<file path="src/rtl/dtc_pkg.sv">
`default_nettype none
// ----------------------------------------------------------------------------
// dtc_pkg
// Shared types, widths and the thermistor calibration table for the dual
// thermistor to Celsius converter.
// ----------------------------------------------------------------------------
package dtc_pkg;

    localparam int TableLen = 39;
    localparam int TopIndex = 38;
    localparam int RawW     = 8;
    localparam int CelW     = 9;
    localparam int IdxW     = 6;

    typedef logic [RawW-1:0]        t_raw;
    typedef logic signed [CelW-1:0] t_cel;
    typedef logic [IdxW-1:0]        t_idx;

    localparam t_raw ThermTable [TableLen] = '{
        8'd248, 8'd246, 8'd243, 8'd240, 8'd235, 8'd230, 8'd224, 8'd217,
        8'd208, 8'd199, 8'd188, 8'd177, 8'd165, 8'd153, 8'd140, 8'd128,
        8'd116, 8'd104, 8'd93,  8'd83,  8'd74,  8'd65,  8'd58,  8'd51,
        8'd45,  8'd40,  8'd35,  8'd31,  8'd27,  8'd24,  8'd21,  8'd19,
        8'd17,  8'd15,  8'd13,  8'd12,  8'd11,  8'd9,   8'd8
    };

    localparam t_idx TopIdx       = t_idx'(TopIndex);
    localparam t_cel FaultCelsius = t_cel'(150);
    localparam t_cel BaseCelsius  = t_cel'(-40);

    typedef struct packed {
        t_cel celsius;
        logic fault;
    } t_lane_res;

endpackage
`default_nettype wire

</file>
<file path="src/rtl/dtc_lane.sv">
`default_nettype none
// ----------------------------------------------------------------------------
// dtc_lane
// One conversion lane: table search in the first stage, piecewise linear
// interpolation or extrapolation in the second stage.
// ----------------------------------------------------------------------------
module dtc_lane (
    input  wire logic              i_clk,
    input  wire dtc_pkg::t_raw     i_raw,
    output dtc_pkg::t_lane_res     o_res
);

    dtc_pkg::t_raw      r_raw;
    dtc_pkg::t_idx      r_idx;
    dtc_pkg::t_idx      n_idx;
    dtc_pkg::t_lane_res r_res;
    dtc_pkg::t_lane_res n_res;

    dtc_pkg::t_idx nxt_idx;
    dtc_pkg::t_raw lo;
    dtc_pkg::t_raw hi;
    logic [7:0]    span8;
    logic [3:0]    span;
    logic [7:0]    diff8;
    logic [3:0]    d;
    logic [6:0]    five_d;
    logic [6:0]    s1, s2, s3, s4;
    logic [2:0]    q;
    logic          over;
    logic [7:0]    ext8;
    logic [2:0]    e;
    logic [5:0]    five_e;
    logic [4:0]    drop;
    logic [7:0]    idx5;
    dtc_pkg::t_cel base;

    // search: last entry not below the reading
    always_comb begin
        n_idx = '0;
        for (int j = 0; j < dtc_pkg::TableLen; j++) begin
            if (dtc_pkg::ThermTable[j] >= i_raw) begin
                n_idx = dtc_pkg::t_idx'(j);
            end
        end
    end

    always_ff @(posedge i_clk) begin
        r_raw <= i_raw;
        r_idx <= n_idx;
    end

    always_comb begin
        nxt_idx = (r_idx == dtc_pkg::TopIdx) ? r_idx : r_idx + 1'b1;
        lo      = dtc_pkg::ThermTable[r_idx];
        hi      = dtc_pkg::ThermTable[nxt_idx];
        span8   = lo - hi;
        span    = span8[3:0];
        diff8   = lo - r_raw;
        d       = diff8[3:0];
        five_d  = {1'b0, d, 2'b00} + {3'b000, d};
        s1      = {3'b000, span};
        s2      = {2'b00, span, 1'b0};
        s3      = s2 + s1;
        s4      = {1'b0, span, 2'b00};
        q       = 3'(five_d >= s1) + 3'(five_d >= s2) + 3'(five_d >= s3)
                + 3'(five_d >= s4);
        over    = r_raw > dtc_pkg::ThermTable[0];
        ext8    = r_raw - dtc_pkg::ThermTable[0];
        e       = ext8[2:0];
        five_e  = {1'b0, e, 2'b00} + {3'b000, e};
        drop    = five_e[5:1];
        idx5    = {r_idx, 2'b00} + {2'b00, r_idx};
        base    = $signed({1'b0, idx5}) + dtc_pkg::BaseCelsius;

        n_res.fault = (r_idx == dtc_pkg::TopIdx);
        if (n_res.fault) begin
            n_res.celsius = dtc_pkg::FaultCelsius;
        end else if (over) begin
            n_res.celsius = dtc_pkg::BaseCelsius - $signed({4'b0000, drop});
        end else begin
            n_res.celsius = base + $signed({6'b000000, q});
        end
    end

    always_ff @(posedge i_clk) begin
        r_res <= n_res;
    end

    assign o_res = r_res;

endmodule
`default_nettype wire

</file>
<file path="src/rtl/dtc_merge.sv">
`default_nettype none
// ----------------------------------------------------------------------------
// dtc_merge
// Combines both lane results into the fused temperature and registers the
// result transfer with its strobe.
// ----------------------------------------------------------------------------
module dtc_merge (
    input  wire logic              i_clk,
    input  wire logic              i_rst_n,
    input  wire logic              i_vld,
    input  wire dtc_pkg::t_lane_res i_res_one,
    input  wire dtc_pkg::t_lane_res i_res_two,
    output logic                   o_strobe,
    output dtc_pkg::t_cel          o_celsius_one,
    output dtc_pkg::t_cel          o_celsius_two,
    output dtc_pkg::t_cel          o_celsius_combined
);

    logic                  r_strobe;
    dtc_pkg::t_cel         r_one, r_two, r_comb;
    dtc_pkg::t_cel         n_comb;
    logic signed [9:0]     sum;
    logic signed [9:0]     adj;
    logic signed [9:0]     mean;

    always_comb begin
        sum  = 10'(i_res_one.celsius) + 10'(i_res_two.celsius);
        adj  = sum + {9'd0, sum[9]};
        mean = adj >>> 1;
        if (i_res_one.fault && !i_res_two.fault) begin
            n_comb = i_res_two.celsius;
        end else if (i_res_two.fault) begin
            n_comb = i_res_one.celsius;
        end else begin
            n_comb = mean[8:0];
        end
    end

    always_ff @(posedge i_clk) begin
        if (!i_rst_n) begin
            r_strobe <= 1'b0;
        end else begin
            r_strobe <= i_vld;
        end
        r_one  <= i_res_one.celsius;
        r_two  <= i_res_two.celsius;
        r_comb <= n_comb;
    end

    assign o_strobe           = r_strobe;
    assign o_celsius_one      = r_one;
    assign o_celsius_two      = r_two;
    assign o_celsius_combined = r_comb;

endmodule
`default_nettype wire

</file>
<file path="src/rtl/dual_thermistor_to_celsius_top.sv">
`default_nettype none
// ----------------------------------------------------------------------------
// dual_thermistor_to_celsius_top
// Converts a pair of raw thermistor bytes to Celsius in two parallel lanes
// and merges them into a combined temperature.
// ----------------------------------------------------------------------------
// Usage:
//   Drive i_raw_one / i_raw_two and raise start; the pair transfers at a
//   clock edge with start high and busy low. busy is always low, so a new
//   pair may transfer on every cycle.
//   Each pair yields one result: o_celsius_one, o_celsius_two and
//   o_celsius_combined, shown for one cycle with o_strobe high.
//   Each result passes through the table search register, the interpolation
//   register and the merge register before it transfers.
//   Throughput: one pair per cycle; busy stays low and every stage takes a
//   new pair on each cycle.
//   A reading of 8 or less reports 150 (sensor fault).
//   Reset (synchronous, active low) clears the strobe pipeline; pairs in
//   flight are dropped. The receiver cannot stall: every strobed result
//   must be taken in its cycle.
// ----------------------------------------------------------------------------
module dual_thermistor_to_celsius_top (
    input  wire logic          i_clk,
    input  wire logic          i_rst_n,
    input  wire logic          start,
    output logic               busy,
    input  wire dtc_pkg::t_raw i_raw_one,
    input  wire dtc_pkg::t_raw i_raw_two,
    output logic               o_strobe,
    output dtc_pkg::t_cel      o_celsius_one,
    output dtc_pkg::t_cel      o_celsius_two,
    output dtc_pkg::t_cel      o_celsius_combined
);

    logic [1:0]         r_vld;
    logic               accept;
    dtc_pkg::t_lane_res res_one;
    dtc_pkg::t_lane_res res_two;

    assign busy   = 1'b0;
    assign accept = start && !busy;

    always_ff @(posedge i_clk) begin
        if (!i_rst_n) begin
            r_vld <= '0;
        end else begin
            r_vld <= {r_vld[0], accept};
        end
    end

    dtc_lane u_lane_one (
        .i_clk (i_clk),
        .i_raw (i_raw_one),
        .o_res (res_one)
    );

    dtc_lane u_lane_two (
        .i_clk (i_clk),
        .i_raw (i_raw_two),
        .o_res (res_two)
    );

    dtc_merge u_merge (
        .i_clk              (i_clk),
        .i_rst_n            (i_rst_n),
        .i_vld              (r_vld[1]),
        .i_res_one          (res_one),
        .i_res_two          (res_two),
        .o_strobe           (o_strobe),
        .o_celsius_one      (o_celsius_one),
        .o_celsius_two      (o_celsius_two),
        .o_celsius_combined (o_celsius_combined)
    );

    a_latency: assert property (@(posedge i_clk) disable iff (!i_rst_n)
        accept |-> ##3 o_strobe)
        else $error("result strobe missing three cycles after transfer");

    a_no_spurious: assert property (@(posedge i_clk) disable iff (!i_rst_n)
        o_strobe |-> $past(accept, 3))
        else $error("result strobe without a matching transfer");

    a_fallback: assert property (@(posedge i_clk) disable iff (!i_rst_n)
        (o_strobe && o_celsius_one == dtc_pkg::FaultCelsius
            && o_celsius_two != dtc_pkg::FaultCelsius)
        |-> o_celsius_combined == o_celsius_two)
        else $error("combined value does not fall back to channel two");

    a_mean_range: assert property (@(posedge i_clk) disable iff (!i_rst_n)
        (o_strobe && o_celsius_one != dtc_pkg::FaultCelsius
            && o_celsius_two != dtc_pkg::FaultCelsius)
        |-> ((o_celsius_combined >= o_celsius_one
                && o_celsius_combined <= o_celsius_two)
            || (o_celsius_combined >= o_celsius_two
                && o_celsius_combined <= o_celsius_one)))
        else $error("combined mean outside the channel values");

endmodule
`default_nettype wire

</file>
<file path="config.mk">
export PLATFORM = sky130hd
export DESIGN_NAME = dual_thermistor_to_celsius_top
export DESIGN_NICKNAME = d
export VERILOG_FILES = /design/src/rtl/dtc_pkg.sv /design/src/rtl/dtc_lane.sv /design/src/rtl/dtc_merge.sv /design/src/rtl/dual_thermistor_to_celsius_top.sv
export SDC_FILE = /design/constraint.sdc
export NUM_CORES = 1
export LEC_CHECK = 0
export BUFFER_PORTS_ARGS = -buffer_cell sky130_fd_sc_hd__buf_4
export CORE_UTILIZATION = 57
export DETAILED_ROUTE_END_ITERATION = 8
export PLACE_DENSITY = 0.82
export SLEW_MARGIN = 20
export SYNTH_ARGS = -nofsm -noshare
export SYNTH_HDL_FRONTEND = slang
export SYNTH_SLANG_ARGS = --single-unit
</file>
<file path="constraint.sdc">
create_clock -name i_clk -period 6.92 [get_ports i_clk]
set_input_delay 0.692 -clock i_clk [delete_from_list [all_inputs] [get_ports i_clk]]
set_output_delay 0.692 -clock i_clk [all_outputs]
set_load 0.02 [all_outputs]
</file>
==> metrics.cfg <==
[finish]
drive_above_1_share = 0.1697
area_growth_pct = 16.37
postLayoutCoreUtil = 0.6864
fin_area_um2 = 9639
layout.nets = 1255
antenna_cells = 0

[critical_path]
cp_slowest_stage_delay_ns = 0.59
start_kind = flop
arrival_ns = 6.84
rr_endpoint = u_lane_two.o_res[8]$_SDFF_PP1_
r2r-start = u_lane_two.r_idx[0]$_SDFF_PP0_
critPathKind = reg -> reg
crit_required_ns = 7.14
worst_path_max_delay_cell = fa_2
rr_worst_depth = 35
crit_top_cell = ha_1
path_max_fanout = 7
endpoint_kind = flop
rrSetupSlack_ns = 0.31

[sta]
period_needed_ns = 6.614
layout_worst_path_cycle_share = 0.9558
fin_setup_tns_ns = 0
relSlewSlack = 0.5585
worst_pin_slew_ns = 0.6575
finalMaxSlewViolations = 0
fmax_ghz = 0.1512
hold_viol_final = 0
finalSetupViolations = 0
setup_slack_ns = 0.3056
clock_skew_ns = 0.009715

[synth]
yosys_warnings = 0
synth_edf_count = 0
synth.ff_latch_count = 78
ys_async_sr_fraction = 0
syn_area_per_cell_um2 = 7.844
syn_nets = 1208
yosysSeqAreaShare = 0.1885
syn_area_um2 = 8283
syn_inst = 1056
synth_ff_type = dfxtp_1
synth_top_cell_area_share = 0.1885
synth_cell_types = 70
synth_area_leader_cell = dfxtp_1
synth_area_leaders = dfxtp_1, ha_1, a21oi_1

[floorplanning]
pin_count = 48
dieWidth_um = 122.5
die_h_um = 122.5
initial_utilization = 0.5899
rows = 43
core_um2 = 14040
die_area_um2 = 15020

[placement]
placed_cell_area_um2 = 8959
place_ws_ns = -0.02505
place.detailed.hpwl_um = 14550
place_congestion = 0.9463
port_buffers = 46

[grt]
grt_pass1_wl_um = 32490
grt.total_usage = 0.2650
antenna_found_initial = 0
grt_max_degree = 33
gr-total-overflow = 0
grt_pass1_vias = 7020

[detailed_routing]
wl_per_cell_um = 15.73
drt_iter0_drc = 501
viasPerCell = 6.064
dr.pass1.iters = 5
vias = 7810
finalWirelength_um = 20260
drtAntennaViolNets = 0
drc = 0

[run_status]
status = completed

[cts]
clock_path_buffers = 2
clk_pin_slew_worst_paths_ns = 0.06
ctsHoldBuffers = 0
cts_buffers = 9
htreeDepth = 3
ctsRootBufferMaster = clkbuf_16
cts_tree = built
clk-insertion-delay-late_ns = 0.34
clock-sinks = 78

[min_path]
worstHoldStart = u_lane_two.o_res[9]$_SDFF_PP0_
hp-class = reg -> reg
min_to = u_merge.o_celsius_two[8]$_DFF_P_
whs_path_depth = 0

[job]
maxCapViolCount = 0

placed cells by master, fill, tap and decap left out, types with 8 or more instances in the layout:
master	count
nand3_1	24
clkbuf_16	9
a21oi_2	8
xor2_1	20
a211o_1	8
nand2_1	86
nor2_1	72
nor3_1	16
nor2b_1	19
fa_1	14
a31oi_1	8
buf_4	95
dfxtp_1	75
a211oi_1	18
and2_1	8
o21ai_1	13
ha_1	106
inv_1	68
o21ai_0	77
a21o_1	27
o211ai_1	11
xnor2_1	33
a21oi_1	83
nand2b_1	16
mux2i_1	13
how the worst max path moves through the flow:
| stage | startpoint | to | slack [ns] | cells after the start |
|---|---|---|---|---|
| 2_1_floorplan | u_lane_one.r_idx[0]$_SDFF_PP0_ | u_lane_one.o_res[7]$_SDFF_PP0_ | -0.01 | 33 |
| 3_3_place_gp | u_lane_one.r_idx[0]$_SDFF_PP0_ | u_lane_one.o_res[7]$_SDFF_PP0_ | 0.21 | 31 |
| 3_5_place_dp | u_lane_one.r_idx[0]$_SDFF_PP0_ | u_lane_one.o_res[7]$_SDFF_PP0_ | -0.03 | 31 |
| 4_1_cts | u_lane_two.r_idx[0]$_SDFF_PP0_ | u_lane_two.o_res[7]$_SDFF_PP0_ | 0.009 | 34 |
| 5_1_grt | u_lane_one.r_idx[0]$_SDFF_PP0_ | u_lane_one.o_res[8]$_SDFF_PP1_ | -0.06 | 36 |
| 6_report | u_lane_two.r_idx[0]$_SDFF_PP0_ | u_lane_two.o_res[8]$_SDFF_PP1_ | 0.31 | 35 |
what timing repair did:
action                                  CTS  global route
resized for setup                         2            58
buffers inserted                          0            12
pin swaps                                 0            21
endpoints found under the setup margin    3            14
final cells by class:
type,instances,area (um^2)
Tap cell,180,225.2
Timing Repair Buffer,96,728.2
Inverter,76,299.0
Fill cell,1083,4403
Sequential cell,78,1565
Clock buffer,10,229.0
Multi-Input combinational cell,842,6521
Clock inverter,6,71.32
sequential cells by signal, summed over array words and instances, names as in the netlist:
register	cells
u_merge.o_celsius_combined	9
u_merge.o_celsius_two	9
u_lane_one.r_raw	8
u_merge.o_strobe	1
u_lane_two.o_res	10
u_lane_one.o_res	10
u_merge.o_celsius_one	9
u_lane_two.r_idx	6
r_vld	2
u_lane_two.r_raw	8
u_lane_one.r_idx	6
critical path: cells and delay by family, from the launching register on:
kind	cells	cell delay, ns
AOI/OAI and AO/OA	8	1.27
xor gates and xnor gates	1	0.14
and+or+nand+nor	10	1.63
adders and majority gates	9	2.65
buffers and inverters	7	0.45
DFF	1	0.32
kinds of logic after synthesis:
group,after synthesis,share of synthesized area
AO/OA/AOI/OAI,342,0.2634
AND/OR/NAND/NOR,277,0.1592
buffers and inverters,136,0.06269
adder cells (fa/ha/maj),134,0.2193
flip-flops,78,0.1885
XOR/XNOR,63,0.06888
multiplexers,25,0.03746
other,1,0.0004527
layer usage:
layer	GRT usage	vias to the layer above	part of all wire
met5	0	-	0
met4	0.06402	0	0.012
met3	0.03206	24	0.071
met2	0.4424	339	0.48
met1	0.3617	3584	0.44
li1	-	3863	-
per-stage QoR:
stage | instances | hold slack, ns
after global routing | 1288 | 0.4036
after CTS | 1276 | 0.3844
after floorplan | 1056 | 0.3543
after detailed placement | 1260 | 0.3723
after global placement | 1260 | 0.3719
final | 1288 | 0.3915
synthesized netlist by cell type, types with 6 or more instances:
cell type and count:
mux2_2 8, xor2_1 24, nor2b_1 20, o21ai_1 10, inv_1 71, and3_1 6
o211ai_1 11, a211oi_1 21, ha_1 114, fa_1 19, a22oi_1 7, a21oi_1 92
and2_1 8, xnor2_1 38, mux2i_1 13, clkbuf_1 50, a21o_1 27, a21boi_0 7
o21ai_0 82, a221oi_1 6, nand2_1 88, dfxtp_1 78, nand3_1 24, nor2_1 72
a211o_1 8, nand2b_1 17, o31ai_1 7, nor3_1 17, a31oi_1 9, o21a_1 6
Power is left out: the tool's default activity adds up to more than one toggle a clock period on the data nets, which glitch-free logic cannot reach.
